File: config.mk
export PLATFORM = sky130hd
export DESIGN_NAME = longest_border_prefix
export DESIGN_NICKNAME = d
export VERILOG_FILES = /design/src/design/lbp_pkg.sv /design/src/design/longest_border_prefix.sv /design/src/design/lbp_ram.sv /design/src/design/lbp_core.sv
export SDC_FILE = /design/constraint.sdc
export NUM_CORES = 1
export LEC_CHECK = 0
export ABC_CLOCK_PERIOD_IN_PS = 5400
export BUFFER_PORTS_ARGS = -buffer_cell sky130_fd_sc_hd__buf_2
export CAP_MARGIN = 25
export CORE_AREA = 2 2 282 284
export CTS_CLUSTER_DIAMETER = 50
export DETAILED_ROUTE_END_ITERATION = 16
export DIE_AREA = 0 0 284 286
export MAX_ROUTING_LAYER = met4
export PLACE_DENSITY = 0.75
export SETUP_SLACK_MARGIN = 0.5
export SYNTH_ARGS = -nofsm -noshare
export SYNTH_HDL_FRONTEND = slang
export SYNTH_SLANG_ARGS = --single-unit
File: constraint.sdc
create_clock -name clock -period 5.4 [get_ports clock]
set_input_delay 0 -clock clock [delete_from_list [all_inputs] [get_ports clock]]
set_output_delay 0 -clock clock [all_outputs]
set_load 0.1 [all_outputs]
File: src/design/lbp_pkg.sv
// Shared constants for the longest border prefix block.
package lbp_pkg;

   localparam int MAX_LEN_DEF = 64;
   localparam int CHAR_W      = 8;
   localparam int LEN_W       = 6;
   localparam int MAX_RESULTS = 63;

endpackage

File: src/design/longest_border_prefix.sv
// Top level of the longest border prefix block.
//
// Usage: drive req_char_in and req_end_of_string with start high; the
// request is taken at a rising edge where busy is low. Set req_end_of_string
// on the final byte of a string. Bytes arriving once MAX_LEN are stored are
// dropped and flagged with rsp_overflowed on every result of the run.
// A byte walks the fallback links through the border table, one step per
// candidate tried (the first byte of a string and a dropped byte take none);
// each step is one read of the text and border memories.
// After the final byte's fallback steps, ST_FINISH, ST_EMIT and the result
// register, the results follow one per cycle: the border bytes in order,
// with rsp_last_of_run on the last. An empty border gives a single result
// with rsp_empty_border high. Results are one-cycle strobes on rsp_valid;
// the receiver cannot stall them. After the run the string state is cleared.
// Reset clears control state only; the memories need no clearing pass.
module longest_border_prefix #(
   parameter int MAX_LEN = lbp_pkg::MAX_LEN_DEF
) (
   input  logic                       clock,
   input  logic                       reset,
   input  logic                       start,
   output logic                       busy,
   input  logic [lbp_pkg::CHAR_W-1:0] req_char_in,
   input  logic                       req_end_of_string,
   output logic                       rsp_valid,
   output logic [lbp_pkg::CHAR_W-1:0] rsp_char_out,
   output logic [lbp_pkg::LEN_W-1:0]  rsp_border_length,
   output logic                       rsp_empty_border,
   output logic                       rsp_overflowed,
   output logic                       rsp_last_of_run
);

   localparam int AW = $clog2(MAX_LEN);

   logic                       text_wr_en;
   logic [AW-1:0]              text_wr_addr;
   logic [lbp_pkg::CHAR_W-1:0] text_wr_data;
   logic [AW-1:0]              text_rd_addr;
   logic [lbp_pkg::CHAR_W-1:0] text_rd_data;
   logic                       border_wr_en;
   logic [AW-1:0]              border_wr_addr;
   logic [AW-1:0]              border_wr_data;
   logic [AW-1:0]              border_rd_addr;
   logic [AW-1:0]              border_rd_data;

   lbp_ram #(
      .WIDTH (lbp_pkg::CHAR_W),
      .DEPTH (MAX_LEN)
   ) u_text_ram (
      .clock   (clock),
      .wr_en   (text_wr_en),
      .wr_addr (text_wr_addr),
      .wr_data (text_wr_data),
      .rd_addr (text_rd_addr),
      .rd_data (text_rd_data)
   );

   lbp_ram #(
      .WIDTH (AW),
      .DEPTH (MAX_LEN)
   ) u_border_ram (
      .clock   (clock),
      .wr_en   (border_wr_en),
      .wr_addr (border_wr_addr),
      .wr_data (border_wr_data),
      .rd_addr (border_rd_addr),
      .rd_data (border_rd_data)
   );

   lbp_core #(
      .MAX_LEN (MAX_LEN)
   ) u_core (
      .clock             (clock),
      .reset             (reset),
      .start             (start),
      .busy              (busy),
      .req_char_in       (req_char_in),
      .req_end_of_string (req_end_of_string),
      .text_wr_en        (text_wr_en),
      .text_wr_addr      (text_wr_addr),
      .text_wr_data      (text_wr_data),
      .text_rd_addr      (text_rd_addr),
      .text_rd_data      (text_rd_data),
      .border_wr_en      (border_wr_en),
      .border_wr_addr    (border_wr_addr),
      .border_wr_data    (border_wr_data),
      .border_rd_addr    (border_rd_addr),
      .border_rd_data    (border_rd_data),
      .rsp_valid         (rsp_valid),
      .rsp_char_out      (rsp_char_out),
      .rsp_border_length (rsp_border_length),
      .rsp_empty_border  (rsp_empty_border),
      .rsp_overflowed    (rsp_overflowed),
      .rsp_last_of_run   (rsp_last_of_run)
   );

endmodule

File: src/design/lbp_ram.sv
// Generic RAM with one write port and one registered read port.
module lbp_ram #(
   parameter int WIDTH = 8,
   parameter int DEPTH = 64,
   localparam int AW   = $clog2(DEPTH)
) (
   input  logic             clock,
   input  logic             wr_en,
   input  logic [AW-1:0]    wr_addr,
   input  logic [WIDTH-1:0] wr_data,
   input  logic [AW-1:0]    rd_addr,
   output logic [WIDTH-1:0] rd_data
);

   logic [WIDTH-1:0] mem_ff [DEPTH];
   logic [WIDTH-1:0] rd_data_ff;

   always_ff @(posedge clock) begin
      if (wr_en) begin
         mem_ff[wr_addr] <= wr_data;
      end
      rd_data_ff <= mem_ff[rd_addr];
   end

   assign rd_data = rd_data_ff;

endmodule

File: src/design/lbp_core.sv
// Sequencer: online border-table update by fallback links and border emission.
module lbp_core #(
   parameter int MAX_LEN = lbp_pkg::MAX_LEN_DEF,
   localparam int AW     = $clog2(MAX_LEN),
   localparam int CW     = $clog2(MAX_LEN + 1)
) (
   input  logic                       clock,
   input  logic                       reset,
   input  logic                       start,
   output logic                       busy,
   input  logic [lbp_pkg::CHAR_W-1:0] req_char_in,
   input  logic                       req_end_of_string,
   output logic                       text_wr_en,
   output logic [AW-1:0]              text_wr_addr,
   output logic [lbp_pkg::CHAR_W-1:0] text_wr_data,
   output logic [AW-1:0]              text_rd_addr,
   input  logic [lbp_pkg::CHAR_W-1:0] text_rd_data,
   output logic                       border_wr_en,
   output logic [AW-1:0]              border_wr_addr,
   output logic [AW-1:0]              border_wr_data,
   output logic [AW-1:0]              border_rd_addr,
   input  logic [AW-1:0]              border_rd_data,
   output logic                       rsp_valid,
   output logic [lbp_pkg::CHAR_W-1:0] rsp_char_out,
   output logic [lbp_pkg::LEN_W-1:0]  rsp_border_length,
   output logic                       rsp_empty_border,
   output logic                       rsp_overflowed,
   output logic                       rsp_last_of_run
);

   localparam int WW = AW + lbp_pkg::LEN_W;

   typedef enum logic [3:0] {
      ST_IDLE   = 4'b0001,
      ST_MATCH  = 4'b0010,
      ST_FINISH = 4'b0100,
      ST_EMIT   = 4'b1000
   } state_type;

   state_type                  state_ff, state_in;
   logic [CW-1:0]              count_ff, count_in;
   logic [AW-1:0]              cm_ff, cm_in;
   logic                       ovf_ff, ovf_in;
   logic [lbp_pkg::CHAR_W-1:0] ch_ff, ch_in;
   logic                       last_ff, last_in;
   logic [AW-1:0]              m_ff, m_in;
   logic [lbp_pkg::LEN_W-1:0]  k_ff, k_in;
   logic [lbp_pkg::LEN_W-1:0]  emit_ff, emit_in;
   logic                       rsp_valid_ff, rsp_valid_in;
   logic                       rsp_last_ff, rsp_last_in;
   logic                       rsp_empty_ff, rsp_empty_in;
   logic [lbp_pkg::LEN_W-1:0]  rsp_len_ff, rsp_len_in;
   logic                       rsp_ovf_ff, rsp_ovf_in;

   logic                       hit;
   logic                       step_done;
   logic [AW-1:0]              match_len;
   logic [WW-1:0]              cm_wide;
   logic [lbp_pkg::LEN_W-1:0]  emit_len;
   logic                       full;
   logic                       emit_last;

   assign hit       = (text_rd_data == ch_ff);
   assign step_done = hit || (m_ff == '0);
   assign match_len = hit ? (m_ff + AW'(1)) : '0;
   assign cm_wide   = WW'(cm_ff);
   assign emit_len  = (cm_wide > WW'(lbp_pkg::MAX_RESULTS)) ?
                      lbp_pkg::LEN_W'(lbp_pkg::MAX_RESULTS) : cm_wide[lbp_pkg::LEN_W-1:0];
   assign full      = (count_ff == CW'(MAX_LEN));
   assign emit_last = (k_ff == (emit_ff - lbp_pkg::LEN_W'(1)));

   always_comb begin
      state_in       = state_ff;
      count_in       = count_ff;
      cm_in          = cm_ff;
      ovf_in         = ovf_ff;
      ch_in          = ch_ff;
      last_in        = last_ff;
      m_in           = m_ff;
      k_in           = k_ff;
      emit_in        = emit_ff;
      rsp_valid_in   = 1'b0;
      rsp_last_in    = rsp_last_ff;
      rsp_empty_in   = rsp_empty_ff;
      rsp_len_in     = rsp_len_ff;
      rsp_ovf_in     = rsp_ovf_ff;
      text_wr_en     = 1'b0;
      text_wr_addr   = count_ff[AW-1:0];
      text_wr_data   = req_char_in;
      text_rd_addr   = cm_ff;
      border_wr_en   = 1'b0;
      border_wr_addr = count_ff[AW-1:0];
      border_wr_data = match_len;
      border_rd_addr = cm_ff - AW'(1);
      case (state_ff)
         ST_IDLE: begin
            if (start) begin
               if (full) begin
                  ovf_in = 1'b1;
                  if (req_end_of_string) begin
                     state_in = ST_FINISH;
                  end
               end else if (count_ff == '0) begin
                  text_wr_en     = 1'b1;
                  border_wr_en   = 1'b1;
                  border_wr_data = '0;
                  cm_in          = '0;
                  count_in       = CW'(1);
                  if (req_end_of_string) begin
                     state_in = ST_FINISH;
                  end
               end else begin
                  text_wr_en = 1'b1;
                  m_in       = cm_ff;
                  ch_in      = req_char_in;
                  last_in    = req_end_of_string;
                  state_in   = ST_MATCH;
               end
            end
         end
         ST_MATCH: begin
            text_rd_addr   = border_rd_data;
            border_rd_addr = border_rd_data - AW'(1);
            if (step_done) begin
               border_wr_en = 1'b1;
               cm_in        = match_len;
               count_in     = count_ff + CW'(1);
               state_in     = last_ff ? ST_FINISH : ST_IDLE;
            end else begin
               m_in = border_rd_data;
            end
         end
         ST_FINISH: begin
            rsp_len_in = emit_len;
            rsp_ovf_in = ovf_ff;
            if (emit_len == '0) begin
               rsp_valid_in = 1'b1;
               rsp_empty_in = 1'b1;
               rsp_last_in  = 1'b1;
               count_in     = '0;
               cm_in        = '0;
               ovf_in       = 1'b0;
               state_in     = ST_IDLE;
            end else begin
               emit_in  = emit_len;
               k_in     = '0;
               state_in = ST_EMIT;
            end
         end
         ST_EMIT: begin
            text_rd_addr = AW'(k_ff);
            rsp_valid_in = 1'b1;
            rsp_empty_in = 1'b0;
            rsp_last_in  = emit_last;
            k_in         = k_ff + lbp_pkg::LEN_W'(1);
            if (emit_last) begin
               count_in = '0;
               cm_in    = '0;
               ovf_in   = 1'b0;
               state_in = ST_IDLE;
            end
         end
         default: begin
            state_in = ST_IDLE;
         end
      endcase
   end

   always_ff @(posedge clock) begin
      if (reset) begin
         state_ff     <= ST_IDLE;
         count_ff     <= '0;
         cm_ff        <= '0;
         ovf_ff       <= 1'b0;
         rsp_valid_ff <= 1'b0;
      end else begin
         state_ff     <= state_in;
         count_ff     <= count_in;
         cm_ff        <= cm_in;
         ovf_ff       <= ovf_in;
         rsp_valid_ff <= rsp_valid_in;
      end
   end

   always_ff @(posedge clock) begin
      ch_ff        <= ch_in;
      last_ff      <= last_in;
      m_ff         <= m_in;
      k_ff         <= k_in;
      emit_ff      <= emit_in;
      rsp_last_ff  <= rsp_last_in;
      rsp_empty_ff <= rsp_empty_in;
      rsp_len_ff   <= rsp_len_in;
      rsp_ovf_ff   <= rsp_ovf_in;
   end

   assign busy              = (state_ff != ST_IDLE);
   assign rsp_valid         = rsp_valid_ff;
   assign rsp_char_out      = rsp_empty_ff ? '0 : text_rd_data;
   assign rsp_border_length = rsp_len_ff;
   assign rsp_empty_border  = rsp_empty_ff;
   assign rsp_overflowed    = rsp_ovf_ff;
   assign rsp_last_of_run   = rsp_last_ff;

`ifndef SYNTHESIS
   a_count_bound: assert property (@(posedge clock) disable iff (reset)
      count_ff <= CW'(MAX_LEN))
      else $error("byte count above capacity");

   a_match_below_count: assert property (@(posedge clock) disable iff (reset)
      (count_ff == '0) || (CW'(cm_ff) < count_ff))
      else $error("current match not below byte count");

   a_fallback_shrinks: assert property (@(posedge clock) disable iff (reset)
      (state_ff == ST_MATCH) |-> (m_ff <= cm_ff))
      else $error("fallback candidate above current match");

   a_empty_is_last: assert property (@(posedge clock) disable iff (reset)
      (rsp_valid_ff && rsp_empty_ff) |-> rsp_last_ff)
      else $error("empty border result not last of run");

   a_cleared_after_run: assert property (@(posedge clock) disable iff (reset)
      (rsp_valid_ff && rsp_last_ff) |-> ((count_ff == '0) && (cm_ff == '0) && !ovf_ff))
      else $error("string state not cleared after run");
`endif

endmodule

* Yosys cells after proc, flatten, opt, wreduce, memory -nomap -nowiden
Memory sizes are Yosys's and may differ from the RTL's. A register that Yosys moved wholly into a read port is not among the register bits.
Index checks and enable logic that the tools add are counted.
** Word-level totals
- Register bits after elaboration :: 55
- Bits in latches :: 0
- RAM bits :: 896
- Bits in read-only memories :: 0
- Bits of input ports :: 12
- Output and inout port bits :: 19
- Logic and storage cells :: 121
- Memories :: 2
** Memory list
- u_text_ram.mem_ff :: words 64, width 8, rd ports 1, clocked after Yosys merged registers in 1, write ports 1, RTL line lbp_ram.sv:15 : logic [WIDTH-1:0] mem_ff [DEPTH];
- u_border_ram.mem_ff :: words 64, width 6, rd ports 1, clocked after Yosys merged registers in 1, write ports 1, RTL line lbp_ram.sv:15
** Operators by class
- Add/sub/neg operators :: 6
- $mul :: 0
- Divide/modulo/power cells :: 0
- $lt $le $gt $ge :: 1
- Equal/unequal tests :: 18
- Shift operators :: 0
- Multiplexer cells :: 61
- Bitwise logic cells :: 3
- Reduce and logical (&&, ||, !) cells :: 16
** Operator list (count)
- two-way mux 6 bit :: 18
- two-way mux 7 bit :: 6
- one-hot mux 6 bit (2 select lines) :: 3
- two-way mux 4 bit :: 7
- one-hot mux 7 bit (4 select lines) :: 1
- one-hot mux 6 bit (4 select lines) :: 1
- subtractor 6 x 1 -> 6 bit (second input constant) :: 3
- two-way mux 1 bit :: 17
- one-hot mux 4 bit (4 select lines) :: 1
- adder 6 x 1 -> 6 bit (second input constant) :: 2
- zero test 6 bit :: 2
- != test 2 x 1 -> 1 bit (second input constant) :: 5
- != test 2 bit (second input constant) :: 5
- AND reduction 5 bit :: 2
- == test 8 bit :: 1
- two-way mux 8 bit :: 1
- one-hot mux 1 bit (2 select lines) :: 4
- adder 7 x 1 -> 7 bit (second input constant) :: 1
- == test 7 bit (second input constant) :: 1
- zero test 7 bit :: 1
- AND reduction 7 bit :: 1
- == test 6 bit :: 1
- > comparator 6 bit (second input constant) :: 1
- AND reduction 2 bit :: 3
- 14 further kinds :: 17

* Depth between registers and ports, before layout
- Depth in word-level cells :: 7
- Gate-level depth with buffers :: 15
- Gate-level depth less buffers :: 9

* Cells and area by module
From an unflattened synthesis, not the netlist that was laid out.
** Unflattened totals
- Cell total of the unflattened synthesis :: 1960
- Area, all modules :: 38429.4 µm²
** By module, submodules not included
- lbp_ram (u_text_ram) :: times used 1, cells an instance 940, area each 20166.8 µm²
- lbp_ram (u_border_ram) :: times used 1, cells an instance 720, area each 15225.9 µm²
- lbp_core :: times used 1, cells an instance 300, area each 3036.7 µm²

* Worst setup path after synthesis
No wires, ideal clock.
- Kind :: register -> register
- Start point :: register u_core.ch_ff[1] (netlist bit)
- End point :: memory u_border_ram.mem_ff[0][4] (netlist bit), data pin
- Setup time :: 0.682 ns
- Arrival :: 3.484 ns
- Required time :: 4.718 ns
- Slack :: 1.234 ns
- Cell stages (with the launch flop) :: 5
- Path buffers :: 0
- Path through :: edfxtp_1 -> xor2_1 -> nor4_1 -> nand2_1 -> nor3_1
** Between the ends
- Word-level cells in the longest chain between the ends :: 6
** RTL lines
- start, declared :: RTL line lbp_core.sv:44 : logic [lbp_pkg::CHAR_W-1:0] ch_ff, ch_in;
- start signal, assigned :: RTL line lbp_core.sv:186 : ch_ff <= ch_in;
- == test 8 bit (*) :: RTL line lbp_core.sv:63 : assign hit = (text_rd_data == ch_ff);
- two-way mux 6 bit (*) :: RTL line lbp_core.sv:65 : assign match_len = hit ? (m_ff + AW'(1)) : '0;
- two-way mux 6 bit :: RTL line lbp_core.sv:103 : end else if (count_ff == '0) begin
- two-way mux 6 bit :: RTL line lbp_core.sv:98 : if (full) begin
- two-way mux 6 bit :: RTL line lbp_core.sv:97 : if (start) begin
- two-way mux 6 bit (*) :: RTL line lbp_core.sv:95 : case (state_ff)
- named net border_wr_data[4] :: RTL line longest_border_prefix.sv:42 : logic [AW-1:0] border_wr_data;
- end, declared :: RTL line lbp_ram.sv:15
Mark *: on every way through the listed nets, which the timed path passes. The rest lies on a longest branch.

* Worst setup path after layout
- Start point :: register u_core.state_ff[1]
- End point :: register u_border_ram.rd_data_ff[5] (netlist: u_border_ram.rd_data[5]), read port of u_border_ram.mem_ff
** Between the ends
- Word-level cells in the longest chain between the ends :: 2
** RTL lines
- start, declared :: RTL line lbp_core.sv:40 : state_type state_ff, state_in;
- start signal, assigned :: RTL line lbp_core.sv:177 : state_ff <= state_in;
- == test 4 x 2 -> 1 bit :: RTL line lbp_core.sv:95
- two-way mux 6 bit :: RTL line lbp_core.sv:95
- end, declared :: RTL line lbp_ram.sv:16 : logic [WIDTH-1:0] rd_data_ff;
No other way between the ends.
A chain may end at the register's enable or synchronous reset.

==> results.cfg <==
[pwr]
combPwrFrac = 0.037
power.leakage_nw = 13.29
p_int_mw = 12.09
max-vdd-ir-drop_mv = 0.2959
power-per-cell-area_nw_per_um2 = 353.9
p_seq_frac = 0.543
pwr-share-clk = 0.420
totalPowerFinal_mw = 15.23
switching_share = 0.2067
p_switching_mw = 3.149

[placement]
gp_congestion = 0.8609
place_inst = 3438
postPlaceCellArea_um2 = 39970
preCtsSetupSlack_ns = 1.109
io_buffers = 30
place_hpwl_mm = 52.87

[layout]
nFillCells = 6014
area_delta_synth_final_pct = 11.36
multiInputGateArea_um2 = 9333
final_area_um2 = 43040
final_cell_mix = edfxtp_1 (932), nand2_1 (385), nor2_1 (175)
layoutNonFillerInstCount = 3605
fin_nets = 2505
n_antenna_cell = 0
mostFrequentLayoutCell = edfxtp_1
layout-drive-gt1-share = 0.1495
seqCellArea_um2 = 28650
fin_util = 0.5493

[synthesis]
seq_area_frac_synth = 0.7411
synth-async-reset-ratio = 0
synth_top_family_by_area = multiplexers
synth_ff_type = edfxtp_1
syn-cell-area_um2 = 38650
yosys-top-cells-area = edfxtp_1 (72%), mux4_2 (5.6%), nand2_1 (3.7%)
ys_types = 60
synth-edff-count = 932
syn_nets = 2478
syn_inst = 2459
synth_fa_ha_area_frac = 0.002266
yosys_warnings = 0
synthSimpleGateAreaFrac = 0.08759
synth_seq_cells = 965
synth_top_area_share = 0.7240
synthMuxAreaShare = 0.09187
yosysTopAreaCell = edfxtp_1
synth_xor_area_frac = 0.007704
synth_compound_area_frac = 0.04817
synth_area_per_cell_um2 = 15.72

[routing]
drt_iter0_drc = 2792
drc_errors = 0
final_antenna_net_count = 0
routedWlPerCell_um = 24.43
routed_wl_mm = 88.06
vias_per_cell = 6.058
first_pass_iters = 6
vias = 21840

[clocking]
clkTransAtPathRegs_ns = 0.07
cts_setup_buffers = 0
cts_root_buf = clkbuf_16
clockBufferDepth = 3
clock_sinks = 965
h-tree-depth = 3
cts_tree = built
cts_made_buffers = 88
post_cts_resized = 0
clk_latency_ns = 0.66

[timing]
finClkSkew_ns = 0.03469
max_clock_freq_ghz = 0.2257
period_minus_slack_ns = 4.431
setup_ws_ns = 0.9693
hold_slack_ns = 0.05441
hold_viol_final = 0
slew_viol_final = 0
fin_setup_tns_ns = 0
worst_pin_slew_ns = 0.9429
setup_viol_count_final = 0
period_share = 0.8205
rsz0062_at_grt = false
slew_headroom = 0.3691

[global_route]
grt_pass1_wl_mm = 133.4
grt_max_degree = 132
gr-usage-all-layers = 0.2227
grt_pass1_vias = 21240
antenna_found_initial = 0
grt_overflow_total = 0

[run_status]
outcome = complete, no violations

[setup_path]
critPathKind = reg2reg
end_kind = flop
startpoint = u_core.state_ff[1]$_SDFFE_PP0P_
max_stage_delay_ns = 0.74
reg2reg_depth = 10
timing.rr.start = u_core.state_ff[1]$_SDFFE_PP0P_
crit_arrival_ns = 4.92
worstPathRequired_ns = 5.89
r2r_end = u_border_ram.rd_data[5]$_DFF_P_
crit_path_cell_trace = nor4b_4, buf_4, mux2_4, inv_6, ha_4, buf_4, mux4_2, mux2_2, o211ai_1, nand4_1
crit_fanout = 56
path_common_cell = buf_4
critPathSlowestCell = ha_4
cp-start-kind = flop
r2r_slack_ns = 0.97

[floorplanning]
chipHeight_um = 286
start_util = 0.4933
ios = 31
core-area_um2 = 78360
design.die.area_um2 = 81220
dieWidth_um = 284
row_count = 103

[run]
maxCapViolations = 0

[min_path]
whs_path_depth = 2
min-delay-start = req_char_in[2]
min_to = u_text_ram.mem_ff[33][2]$_DFFE_PP_
hp-class = in2reg
registers in the layout, indices dropped and copies added, names as in the netlist, 7 cells and up:
| register | flops |
|---|---|
| u_text_ram.mem_ff | 512 |
| u_border_ram.mem_ff | 384 |
| u_core.ch_ff | 8 |
| u_text_ram.rd_data | 8 |
| u_core.count_ff | 7 |
cells in the mapped netlist (all sizes together) (7+ instances only):
library cell    n
xor2           17
dfxtp          33
edfxtp        932
o211ai         24
a21oi          73
a22oi          46
a221oi         30
nand2         386
nor2b          12
ha              7
mux2           35
nand3         148
a31oi          36
o21ai           9
buf            91
clkbuf         57
nor3           12
nand4           9
xnor2          17
nor2          180
inv            19
mux2i          99
mux4           96
o2111ai        32
area by class of cell:
cell class,count,share of cell area
sequential,965,0.6656
multi-input combinational,1326,0.2168
clock buffer,109,0.05567
tap,1050,0.03052
timing repair buffer,85,0.01648
clock inverter,50,0.01308
inverter,20,0.001860
cell families (layout without fill, tap and decap cells):
family                   count (synthesis)  after routing
multiplexers                           230            230
adder cells (fa/ha/maj)                  7              7
AND/OR/NAND/NOR                        789            789
flip-flops                             965            965
XOR/XNOR                                34             34
buffers and inverters                  168            264
AO/OA/AOI/OAI                          266            266
worst max-delay path: cells and delay by family (launching register included):
kind,cells,cell delay [ns]
AO/OA/AOI/OAI,1,0.37
adder cells (fa/ha/maj),1,0.74
buffers and inverters,3,1.16
flip-flops,1,0.48
multiplexers,3,1.05
AND/OR/NAND/NOR,2,0.40
metal layers:
layer	vias up	track usage	part of all wire
li1	9495	-	-
met1	11010	0.2998	0.40
met2	1160	0.3500	0.48
met3	172	0.03772	0.085
met4	0	0.06974	0.033
met5	-	-	0
power by group through the flow:
| stage | logic (mW) | registers, mW | clock network (mW) |
|---|---|---|---|
| 5_1_grt | 0.591 | 8.27 | 6.76 |
| 4_1_cts | 0.547 | 8.27 | 6.45 |
| 3_5_place_dp | 0.543 | 8.43 | 0 |
| 6_report | 0.560 | 8.27 | 6.40 |
| 3_3_place_gp | 0.526 | 8.43 | 0 |
| 2_1_floorplan | 0.329 | 8.42 | 0 |
what timing repair did:
action                                 in CTS  in global routing
setup endpoints to repair                   0                  0
endpoints found under the hold margin      20                  0
hold buffers                                3                  0
worst max path at each step:
| stage | depth (start not counted) | slack [ns] | endpoint |
|---|---|---|---|
| after global routing | 10 | 0.86 | u_border_ram.rd_data[2]$_DFF_P_ |
| after global placement | 10 | 1.29 | u_border_ram.rd_data[2]$_DFF_P_ |
| after CTS | 10 | 1.08 | u_border_ram.rd_data[5]$_DFF_P_ |
| final | 10 | 0.97 | u_border_ram.rd_data[5]$_DFF_P_ |
| after floorplan | 4 | 1.23 | u_border_ram.mem_ff[0][4]$_DFFE_PP_ |
| after detailed placement | 10 | 1.11 | u_border_ram.rd_data[5]$_DFF_P_ |
Power figures use the tool's default switching activity.
